==> src/rtl/rfa_pkg.sv <==
package rfa_pkg;

  localparam int W    = 32;
  localparam int EW   = 6;
  localparam int GK_W = $clog2(W);

  localparam logic [2:0] MODE_ADD = 3'd0;
  localparam logic [2:0] MODE_SUB = 3'd1;
  localparam logic [2:0] MODE_MUL = 3'd2;
  localparam logic [2:0] MODE_DIV = 3'd3;
  localparam logic [2:0] MODE_POW = 3'd4;

  localparam logic [1:0] ST_OK   = 2'd0;
  localparam logic [1:0] ST_ZERO = 2'd1;
  localparam logic [1:0] ST_OVF  = 2'd2;

  localparam logic [W-1:0] WHALF = {1'b1, {(W-1){1'b0}}};

  function automatic logic is_neg(input logic [W-1:0] v);
    return v[W-1];
  endfunction

  function automatic logic [W-1:0] mag(input logic [W-1:0] v);
    return v[W-1] ? (~v + 1'b1) : v;
  endfunction

endpackage

==> src/rtl/rational_fraction_alu.sv <==
// Result path: an unused mode, a zero operand denominator in add/subtract or a zero power
// exponent goes straight to the output state. Otherwise the result waits on the serial
// divider (two divides per reduction, three more for add/subtract with unequal
// denominators) and binary gcd (one step per cycle). Power runs two multiplies and a
// reduction per exponent step.
// Throughput: one item at a time, busy drops as the strobe rises. Reset: sync, to idle.
module rational_fraction_alu (
  input  logic                   clk,
  input  logic                   rst,
  input  logic                   start,
  output logic                   busy,
  input  logic [2:0]             mode,
  input  logic [rfa_pkg::W-1:0]  a_num,
  input  logic [rfa_pkg::W-1:0]  a_den,
  input  logic [rfa_pkg::W-1:0]  b_num,
  input  logic [rfa_pkg::W-1:0]  b_den,
  input  logic [rfa_pkg::EW-1:0] exponent,
  output logic                   done,
  output logic [rfa_pkg::W-1:0]  res_num,
  output logic [rfa_pkg::W-1:0]  res_den,
  output logic [1:0]             status
);
  import rfa_pkg::*;

  typedef enum logic [4:0] {
    S_IDLE, S_GCD, S_DIV,
    S_AS_Q, S_AS_LCM, S_AS_LCMW, S_AS_DA, S_AS_MA, S_AS_MAW,
    S_AS_DB, S_AS_MB, S_AS_MBW, S_AS_SUM,
    S_M2, S_M2W, S_M2X,
    S_PW, S_PW1, S_PW2, S_PW3,
    S_RED, S_RD_N, S_RD_D, S_RD_F, S_OUT
  } state_t;

  state_t state, dret;

  logic [2:0]      md;
  logic [W-1:0]    an, ad, bn, bd, rn, rd, tq;
  logic [W-1:0]    ga, gb, g;
  logic [GK_W-1:0] gk;
  logic [EW-1:0]   cnt;
  logic            zero, ovf, red;

  logic signed [W:0]     mx, my;
  logic signed [2*W+1:0] p;
  logic                  p_ovf;

  logic         dv_start, dv_done;
  logic [W-1:0] dv_a, dv_b, dv_q;

  logic [W-1:0] sum, q_s, rd_n;
  logic         s_sign, sum_ovf;

  rfa_div u_div (
    .clk      (clk),
    .rst      (rst),
    .start    (dv_start),
    .dividend (dv_a),
    .divisor  (dv_b),
    .done     (dv_done),
    .quo      (dv_q)
  );

  assign busy = (state != S_IDLE);

  always_ff @(posedge clk) begin
    p <= mx * my;
  end

  assign p_ovf = (p[2*W+1:W-1] != '0) && (p[2*W+1:W-1] != '1);

  always_comb begin
    mx = '0;
    my = '0;
    unique case (state)
      S_AS_LCM: begin mx = {1'b0, dv_q}; my = {1'b0, mag(bd)}; end
      S_AS_MA:  begin mx = {an[W-1], an}; my = {tq[W-1], tq}; end
      S_AS_MB:  begin mx = {bn[W-1], bn}; my = {tq[W-1], tq}; end
      S_M2: begin
        mx = {an[W-1], an};
        my = (md == MODE_DIV) ? {bd[W-1], bd} : {bn[W-1], bn};
      end
      S_M2W: begin
        mx = {ad[W-1], ad};
        my = (md == MODE_DIV) ? {bn[W-1], bn} : {bd[W-1], bd};
      end
      S_PW:  begin mx = {an[W-1], an}; my = {rn[W-1], rn}; end
      S_PW1: begin mx = {ad[W-1], ad}; my = {rd[W-1], rd}; end
      default: ;
    endcase
  end

  always_comb begin
    dv_start = 1'b1;
    dv_a     = '0;
    dv_b     = '0;
    unique case (state)
      S_AS_Q:    begin dv_a = mag(ad);         dv_b = g;       end
      S_AS_LCMW: begin dv_a = mag(p[W-1:0]);   dv_b = mag(ad); end
      S_AS_MAW:  begin dv_a = mag(rd);         dv_b = mag(bd); end
      S_RD_N:    begin dv_a = mag(rn);         dv_b = g;       end
      S_RD_D:    begin dv_a = mag(rd);         dv_b = g;       end
      default:   dv_start = 1'b0;
    endcase
  end

  // truncating signed quotient sign for the lcm scale factors
  assign s_sign = is_neg(rd) ^ is_neg((state == S_AS_DA) ? ad : bd);
  assign q_s    = s_sign ? (~dv_q + 1'b1) : dv_q;

  assign sum = (md == MODE_ADD) ? (an + bn) : (an - bn);
  assign sum_ovf = (md == MODE_ADD)
                 ? (is_neg(an) == is_neg(bn)) && (is_neg(sum) != is_neg(an))
                 : (is_neg(an) != is_neg(bn)) && (is_neg(sum) != is_neg(an));

  assign rd_n = is_neg(rd) ? (~dv_q + 1'b1) : dv_q;

  always_ff @(posedge clk) begin
    if (rst) begin
      state <= S_IDLE;
      dret  <= S_IDLE;
      done  <= 1'b0;
    end else begin
      done <= (state == S_OUT);
      unique case (state)
        S_IDLE: if (start) begin
          md   <= mode;
          an   <= a_num;
          ad   <= a_den;
          bn   <= b_num;
          bd   <= b_den;
          cnt  <= exponent;
          zero <= 1'b0;
          ovf  <= 1'b0;
          red  <= 1'b0;
          if (mode == MODE_ADD || mode == MODE_SUB) begin
            if (a_den == '0 || b_den == '0) begin
              zero  <= 1'b1;
              state <= S_OUT;
            end else begin
              rd <= a_den;
              if (a_den == b_den) begin
                state <= S_AS_SUM;
              end else begin
                ga    <= mag(a_den);
                gb    <= mag(b_den);
                gk    <= '0;
                state <= S_GCD;
              end
            end
          end else if (mode == MODE_MUL || mode == MODE_DIV) begin
            state <= S_M2;
          end else if (mode == MODE_POW) begin
            rn    <= W'(1);
            rd    <= W'(1);
            state <= (exponent == '0) ? S_OUT : S_PW;
          end else begin
            zero  <= 1'b1;
            state <= S_OUT;
          end
        end
        S_GCD: begin
          if (ga == '0) begin
            g     <= gb << gk;
            state <= red ? S_RD_N : S_AS_Q;
          end else if (!ga[0] && !gb[0]) begin
            ga <= ga >> 1;
            gb <= gb >> 1;
            gk <= gk + 1'b1;
          end else if (!ga[0]) begin
            ga <= ga >> 1;
          end else if (!gb[0]) begin
            gb <= gb >> 1;
          end else if (ga >= gb) begin
            ga <= ga - gb;
          end else begin
            gb <= gb - ga;
          end
        end
        S_DIV: if (dv_done) state <= dret;
        S_AS_Q: begin
          dret  <= S_AS_LCM;
          state <= S_DIV;
        end
        S_AS_LCM: state <= S_AS_LCMW;
        S_AS_LCMW: begin
          if (p_ovf) ovf <= 1'b1;
          rd    <= p[W-1:0];
          dret  <= S_AS_DA;
          state <= S_DIV;
        end
        S_AS_DA, S_AS_DB: begin
          if (!s_sign && dv_q[W-1]) ovf <= 1'b1;
          tq    <= q_s;
          state <= (state == S_AS_DA) ? S_AS_MA : S_AS_MB;
        end
        S_AS_MA: state <= S_AS_MAW;
        S_AS_MAW: begin
          if (p_ovf) ovf <= 1'b1;
          an    <= p[W-1:0];
          dret  <= S_AS_DB;
          state <= S_DIV;
        end
        S_AS_MB: state <= S_AS_MBW;
        S_AS_MBW: begin
          if (p_ovf) ovf <= 1'b1;
          bn    <= p[W-1:0];
          state <= S_AS_SUM;
        end
        S_AS_SUM: begin
          if (sum_ovf) ovf <= 1'b1;
          rn    <= sum;
          state <= S_RED;
        end
        S_M2: state <= S_M2W;
        S_M2W: begin
          if (p_ovf) ovf <= 1'b1;
          rn    <= p[W-1:0];
          state <= S_M2X;
        end
        S_M2X: begin
          if (p_ovf) ovf <= 1'b1;
          rd    <= p[W-1:0];
          state <= S_RED;
        end
        S_PW: state <= S_PW1;
        S_PW1: begin
          if (p_ovf) ovf <= 1'b1;
          rn    <= p[W-1:0];
          state <= S_PW2;
        end
        S_PW2: begin
          if (p_ovf) ovf <= 1'b1;
          rd    <= p[W-1:0];
          state <= S_RED;
        end
        S_PW3: begin
          cnt   <= cnt - 1'b1;
          state <= (cnt == EW'(1)) ? S_OUT : S_PW;
        end
        S_RED: begin
          if (rd == '0) begin
            zero  <= 1'b1;
            state <= S_OUT;
          end else begin
            ga    <= mag(rn);
            gb    <= mag(rd);
            gk    <= '0;
            red   <= 1'b1;
            state <= S_GCD;
          end
        end
        S_RD_N: begin
          dret  <= S_RD_D;
          state <= S_DIV;
        end
        S_RD_D: begin
          rn    <= is_neg(rn) ? (~dv_q + 1'b1) : dv_q;
          dret  <= S_RD_F;
          state <= S_DIV;
        end
        S_RD_F: begin
          if (is_neg(rd_n)) begin
            if (rn == WHALF || rd_n == WHALF) ovf <= 1'b1;
            rn <= ~rn + 1'b1;
            rd <= ~rd_n + 1'b1;
          end else begin
            rd <= rd_n;
          end
          state <= (md == MODE_POW) ? S_PW3 : S_OUT;
        end
        S_OUT: begin
          res_num <= zero ? '0 : rn;
          res_den <= zero ? '0 : rd;
          status  <= zero ? ST_ZERO : (ovf ? ST_OVF : ST_OK);
          state   <= S_IDLE;
        end
        default: state <= S_IDLE;
      endcase
    end
  end

`ifndef SYNTHESIS
  a_done_idle: assert property (@(posedge clk) disable iff (rst)
    done |-> !busy) else $error("result strobe while busy");
  a_accept_busy: assert property (@(posedge clk) disable iff (rst)
    start && !busy |=> busy) else $error("item accepted but not busy");
  a_zero_clears: assert property (@(posedge clk) disable iff (rst)
    done && status == ST_ZERO |-> res_num == '0 && res_den == '0)
    else $error("zero status with nonzero result");
  a_status_code: assert property (@(posedge clk) disable iff (rst)
    done |-> status == ST_OK || status == ST_ZERO || status == ST_OVF)
    else $error("bad status code");
`endif

endmodule

==> src/rtl/rfa_div.sv <==
module rfa_div (
  input  logic                  clk,
  input  logic                  rst,
  input  logic                  start,
  input  logic [rfa_pkg::W-1:0] dividend,
  input  logic [rfa_pkg::W-1:0] divisor,
  output logic                  done,
  output logic [rfa_pkg::W-1:0] quo
);
  import rfa_pkg::*;

  logic [W-1:0]    dsr;
  logic [W:0]      rem;
  logic [GK_W:0]   cnt;
  logic            run;
  logic [W:0]      trial;
  logic [W:0]      diff;

  assign trial = {rem[W-1:0], quo[W-1]};
  assign diff  = trial - {1'b0, dsr};

  always_ff @(posedge clk) begin
    if (rst) begin
      run  <= 1'b0;
      cnt  <= '0;
      done <= 1'b0;
    end else if (start) begin
      run  <= 1'b1;
      cnt  <= (GK_W+1)'(W);
      quo  <= dividend;
      dsr  <= divisor;
      rem  <= '0;
      done <= 1'b0;
    end else if (run) begin
      if (!diff[W]) begin
        rem <= diff;
        quo <= {quo[W-2:0], 1'b1};
      end else begin
        rem <= trial;
        quo <= {quo[W-2:0], 1'b0};
      end
      cnt  <= cnt - 1'b1;
      done <= (cnt == (GK_W+1)'(1));
      if (cnt == (GK_W+1)'(1)) begin
        run <= 1'b0;
      end
    end else begin
      done <= 1'b0;
    end
  end

`ifndef SYNTHESIS
  a_done_after_run: assert property (@(posedge clk) disable iff (rst)
    done |-> $past(run) && !run) else $error("done without a finished run");
  a_cnt_idle: assert property (@(posedge clk) disable iff (rst)
    !run |-> cnt == '0) else $error("count left over");
  a_start_runs: assert property (@(posedge clk) disable iff (rst)
    start |=> run) else $error("start did not run");
`endif

endmodule

==> config.mk <==
export PLATFORM = sky130hd
export DESIGN_NAME = rational_fraction_alu
export DESIGN_NICKNAME = d
export VERILOG_FILES = /design/src/rtl/rfa_pkg.sv /design/src/rtl/rational_fraction_alu.sv /design/src/rtl/rfa_div.sv
export SDC_FILE = /design/constraint.sdc
export NUM_CORES = 2
export LEC_CHECK = 0
export BUFFER_PORTS_ARGS = -buffer_cell sky130_fd_sc_hd__buf_2
export CAP_MARGIN = 0
export CORE_UTILIZATION = 66
export DETAILED_ROUTE_END_ITERATION = 8
export PLACE_DENSITY_LB_ADDON = 0.3
export SLEW_MARGIN = 20
export SYNTH_ARGS = -nofsm -noshare
export SYNTH_HDL_FRONTEND = slang
export SYNTH_SLANG_ARGS = --single-unit
==> constraint.sdc <==
create_clock -name clk -period 11.3 [get_ports clk]
set_clock_uncertainty 0.1 [all_clocks]
set_input_delay 3.39 -clock clk [delete_from_list [all_inputs] [get_ports clk]]
set_output_delay 3.39 -clock clk [all_outputs]
set_load 0.05 [all_outputs]
==> results of run 1 <==
[per-stage QoR]
step                      utilization (%)  instances  setup slack [ns]
after floorplan                         -       8992             1.535
after global placement              70.14      10580            0.5894
after detailed placement            70.19      10580            0.2994
after CTS                           72.21      10720            0.2111
[layer usage]
metal	track usage, %	overflow
met5	11.58	1
met1	69.53	1
met2	81.50	8
met4	53.74	5
met3	42.23	2
[cells by family after synthesis]
kind of cell / count (synthesis)
fa+ha+maj: 1510
simple gates: 2722
flops: 584
compound gates: 1532
xor+xnor: 596
mux: 106
buf+inv: 1942
==> results.md, run 1 <==
- The number of enable flip-flop cells after synthesis is 499.
- The post-synthesis cell count is 8,992.
- The H-tree was split into 3 levels.
- The flow did not finish.
- The most common flop cell mapped by yosys is edfxtp_1.
- Entering global routing, the biggest net connects 82 pins.
- Port buffering added 207 buffers.
- The flow stopped in 5_1_grt.
- The width of the die is 351.3 µm.
- For this run, the total global-route usage over all layers was measured as 63.18%.
- In this run the cell area of the synthesized design comes to 0.08054 mm².
- The sum of net half-perimeters after detailed placement is 281,400 µm.
- In this run, post-CTS hold repair placed 0 buffers.
- After synthesis, the cell types taking the most area are fa_1 (29%), edfxtp_1 (19%), inv_1 (6.5%), nand2_1 (5.6%), ha_1 (5.6%).
- Once the clock tree was built, the resizer swapped 0 gates to a different size.
- The tool reported: "[ERROR GRT-0232] Routing congestion too high. Check the congestion heatmap in the GUI".
- The residual overflow from global routing is 17.
- The proportion of register bits with asynchronous set or reset after synthesis is 0%.
- The post-synth net total is 10,640.
- The proportion of netlist area held by the largest area contributor is 28.56%.
- The total setup buffers inserted after CTS is 0.
- For this run, the number of Yosys warnings is 0.
- The adder-cell share of the synthesized area is 34.17%.
- In this run, distinct cell masters in the synthesized netlist total 104.
- The congestion estimate from routability-driven global placement came to 1.165.
- In the synthesized netlist, the cells that appear most often are inv_1 (1,396), nand2_1 (1,207), fa_1 (1,149), nor2_1 (779), edfxtp_1 (499).
- The number of buffers between clock root and the deepest sink is 3.
- The multiplexer share of the synthesized area is 1.502%.
- The number of top-level pins is 208.
- After synthesis, the largest family of logic cells by area is adder cells.
- The initial utilization of the core area, before any placement, comes to 66.87%.
- The number of buffers inserted during clock tree synthesis is 73.
- The number of clock sinks is 584.
- Summing the areas of all xor and xnor instances in the mapped netlist gives 6.481% of the synthesized area.
- The share of synthesized cell area in and, or, nand and nor gates is 14.96%.
- Summed over all instances, the cell type with the most area after synthesis is fa_1.
- The clock tree root driver cell is clkbuf_16.
- A synthesized cell averages 8.957 µm².
- The floorplan has 127 rows.
- In this run, synthesis produced a sequential element count of 584.
- For this run, the register share of the synthesized area comes to 20.72%.
- In the post-synthesis netlist, the cell with the most instances is inv_1.
- The area of placed instances is 0.08454 mm².
- The y dimension of the die is 351.3 µm.
- The synthesized netlist devotes 13.07% of its cell area to compound gates.
==> run 2, diff against run 1 <==
--- a/config.mk
+++ b/config.mk
@@ -7,9 +7,9 @@
 export LEC_CHECK = 0
 export BUFFER_PORTS_ARGS = -buffer_cell sky130_fd_sc_hd__buf_2
 export CAP_MARGIN = 0
-export CORE_UTILIZATION = 66
+export CORE_UTILIZATION = 40
 export DETAILED_ROUTE_END_ITERATION = 8
-export PLACE_DENSITY_LB_ADDON = 0.3
+export PLACE_DENSITY_LB_ADDON = 0.15
 export SLEW_MARGIN = 20
 export SYNTH_ARGS = -nofsm -noshare
 export SYNTH_HDL_FRONTEND = slang
==> run 2 against run 1 <==
Compared with the run above: the flow now finishes, with violations (design-rule violations); synthesized area is the same; synthesized cell count did not move.
==> results.md, run 2 <==
- The run finished, with violations left.
- The final reports fail on design-rule violations.
- In this run the worst setup path begins at bd[3].
- The fraction of final layout cells sized beyond drive strength 1 is 9.556%.
- The register with the most flip-flops in the layout has 66 of them.
- The y dimension of the die came to 450.7 µm (+28%).
- The proportion of register bits with asynchronous set or reset after synthesis is 0% (unchanged).
- The most common flop cell mapped by yosys is edfxtp_1.
- The final critical-path setup slack is 0.3602 ns.
- Clock latency on the worst-skew pair, taken at its later pin, is 0.78 ns.
- The residual overflow from global routing is 0.
- The number of placed instances, taps included is 11,670 (+10%).
- The class of the tightest hold or removal check is reg2reg.
- The flop and latch count out of synthesis is 584 (unchanged).
- Setup slack on the worst reg-to-reg path comes out at 0.36 ns.
- In the synthesized netlist, the cells that appear most often are inv_1 (1,396), nand2_1 (1,207), fa_1 (1,149), nor2_1 (779), edfxtp_1 (499).
- The initial antenna violation count is 82.
- The worst reg-to-reg path cell count is 35.
- The number of H-tree levels is 3 (unchanged).
- The first global-routing pass estimated 537,600 µm of wire.
- The netlist area before placement is 0.08054 mm² (unchanged).
- In this run the worst path has a maximum fanout of 8.
- The count of cell types in the netlist is 104 (unchanged).
- The capturing element type of the critical path is a flip-flop.
- The power density normalized to cell area is 203.3 mW/mm².
- The startpoint identified for the worst register-to-register timing path is bd[3].
- For this block, the initial DRC count from the detailed router was 9,072.
- The setup TNS is 0 ns.
- The worst-case IR drop observed on VDD is 0.1872 mV.
- The highest layer touched by signal routing is met5.
- STA puts the critical path data required time at 11.85 ns.
- Summed over all cells, the static leakage comes to 39.31 nW.
- The register area share after synthesis is 20.72% (unchanged).
- The start-to-end type of the worst setup path is reg2reg.
- The number of buffers between clock root and the deepest sink came to 3 (unchanged).
- The final weighted congestion in routability-driven placement is 1.057 (-9.3%).
- The width of the die is 450.7 µm (+28%).
- The worst pin sits at a relative slew slack of 14.58%.
- The ratio of routed vias to standard cells is 5.993.
- The maximum operating frequency is 91.41 MHz.
- The total number of placement rows is 164 (+29%).
- The post-synthesis average cell area came to 8.957 µm² (unchanged).
- The number of hold-slack violations in the final timing report is 0.
- In the final routed layout, each cell accounts on average for 32.15 µm.
- The core box area is 0.1999 mm².
- In this run the clock root is driven by a clkbuf_16.
- The top register by number of flip-flops is p.
- The cell type with the highest aggregate area in the netlist is fa_1.
- In the routed design, unresolved DRC markers number 130.
- Following the worst setup path forward leads to its endpoint at p[62].
- The clock tree from TritonCTS is done.
- The commonest non-fill, non-tap cell in the layout is inv_1.
- The number of setup violations in the final report is 0.
- The layout overhead on the synthesized area is 10.80%.
- At the pin with the least slew margin, the transition time is 1.281 ns.
- The floorplan step defined a die boundary enclosing 0.2032 mm².
- The detailed route wirelength on metal2 is 163,200 µm.
- For this run, the total global-route usage over all layers was measured as 37.35%.
- The number of port buffers is 207 (unchanged).
- The Yosys warning count is 0 (unchanged).
- After layout, the minimum clock period comes to 10.94 ns.
- The biggest cell delay along the critical path is 0.98 ns.
- The pin count of the biggest net entering global routing is 68.
- The hold buffer count at CTS was 0 (unchanged).
- The number of clock sinks is 584 (unchanged).
- The number of top-level pins is 208 (unchanged).
- The post-synthesis cell count was 8,992 (unchanged).
- The number of buffers inserted during clock tree synthesis is 76 (+4.1%).
- In the post-synthesis netlist, the cell with the most instances is inv_1.
- The number of enable flip-flop cells after synthesis is 499 (unchanged).
- Detailed routing inserted a total of 71,090 vias.
- The area of placed instances is 0.08651 mm² (+2.3%).
- In the layout the commonest cells are inv_1 (1,396), nand2_1 (1,205), fa_1 (1,149).
- The initial core utilization was 40.30% (-27 points).
- The amount of wire on met3 after detailed routing is 40,650 µm.
- The slowest stage of the critical path belongs to the cell o21a_1.
- The number of pins with negative max-slew slack in the final report is 0.
- The terminus of the critical flop-to-flop path is p[62].
- The finished layout holds 11,860 standard cells, fillers aside.
- The count of nets after finishing is 10,760.
- The total wire length is 381,400 µm.
- Ranked by total cell area, the synthesized netlist is headed by fa_1 (29%), edfxtp_1 (19%), inv_1 (6.5%), nand2_1 (5.6%), ha_1 (5.6%).
- The count of maximum capacitance violations is 0.
- The most used cell along the critical path is fa_1.
- The clock transition time at the flip-flop clock pins of the worst setup and hold paths is 0.06 ns.
- The detailed-router iteration count before antenna repair is 9.
- The number of global-route vias before repair was 70,190.
- The worst setup timing slack at the placement stage is 0.4077 ns (+0.1082 ns).
- The part of the cycle the worst path needs is 96.81%.
- Setup repair after global routing left no endpoint under its margin.
- The post-synth net total came to 10,640 (unchanged).
- The endpoint arrival time on the critical path is 11.49 ns.
- The sum of net half-perimeters after detailed placement is 306,400 µm (+8.9%).
- The area of all placed cells without fillers is 0.08924 mm².
- STA classifies the critical path startpoint as a flip-flop.
- After detailed routing, the wire length on met1 is 152,700 µm.
- The number of nets still failing antenna checks after routing is 0.
- The proportion of netlist area held by the largest area contributor is 28.56% (unchanged).
run 2: cell counts after synthesis:
Identical to the previous run, type by type.
run 2: metal layers:
layer | global-route usage (%) | vias up
li1 | - | 29820
met1 | 49.79 | 36100
met2 | 55.18 | 4213
met3 | 9.482 | 938
met4 | 20.65 | 20
met5 | 0.8049 | -
run 2: how the worst min path moves through the flow:
stage | cells past startpoint | start | to | slack [ns]
final | 2 | dret[4] | dret[4] | 0.39
after floorplan | 0 | u_div.quo[0] | tq[0] | 0.34
after detailed placement | 2 | dret[4] | dret[4] | 0.39
after global placement | 2 | dret[3] | dret[3] | 0.38
after CTS | 2 | dret[4] | dret[4] | 0.39
after global routing | 2 | u_div.cnt[1] | u_div.cnt[1] | 0.43
run 2: final cells by class:
cell class,count,area (µm²)
well taps,2656,3323
repair buffers,577,4272
diodes,39,97.59
inverters,1400,5255
flip-flops and latches,584,16690
multi-input cells,6466,57080
clock inverters,47,520.5
clock buffers,93,2007
fillers,19750,110600
run 2: logic make-up (layout without fill, tap and decap cells):
| kind of cell | count (synthesis) | after routing | synth area share (%) |
|---|---|---|---|
| AO/OA/AOI/OAI | 1532 | 1532 | 13.07 |
| XOR/XNOR | 596 | 596 | 6.481 |
| adder cells (fa/ha/maj) | 1510 | 1510 | 34.17 |
| buffers and inverters | 1942 | 2117 | 9.100 |
| flip-flops | 584 | 584 | 20.72 |
| multiplexers | 106 | 106 | 1.502 |
| other | 0 | 39 | 0 |
| AND/OR/NAND/NOR | 2722 | 2722 | 14.96 |
run 2: critical path, delay by kind of cell (launching register included):
| kind | cells | cell delay, ns |
|---|---|---|
| adder cells (fa/ha/maj) | 9 | 3.87 |
| AO/OA/AOI/OAI | 7 | 2.39 |
| AND/OR/NAND/NOR | 6 | 1.83 |
| buffers and inverters | 11 | 1.42 |
| XOR/XNOR | 2 | 0.69 |
| flip-flops | 1 | 0.49 |
run 2: power breakdown:
part	total (mW)	internal, mW	switching [mW]
Combinational	11.7	3.92	7.75
Clock	2.57	1.42	1.14
Sequential	3.91	3.04	0.870
run 2: metrics by stage:
stage	power [mW]	hold slack, ns	utilization [%]
floorplan	10.52	0.3391	-
global placement	15.22	0.3763	43.26
detailed placement	15.17	0.3867	43.28
CTS	17.85	0.3935	44.55
global route	19.04	0.4302	44.62
finish	18.14	0.3938	44.65
run 2: what timing repair did:
item / CTS / global route
setup buffers: 0 / 4
hold endpoints to repair: 0 / 0
gates resized for setup: 0 / 2
endpoints found under the setup margin: 0 / 3
Note: power is estimated with default switching activity, not from simulation.
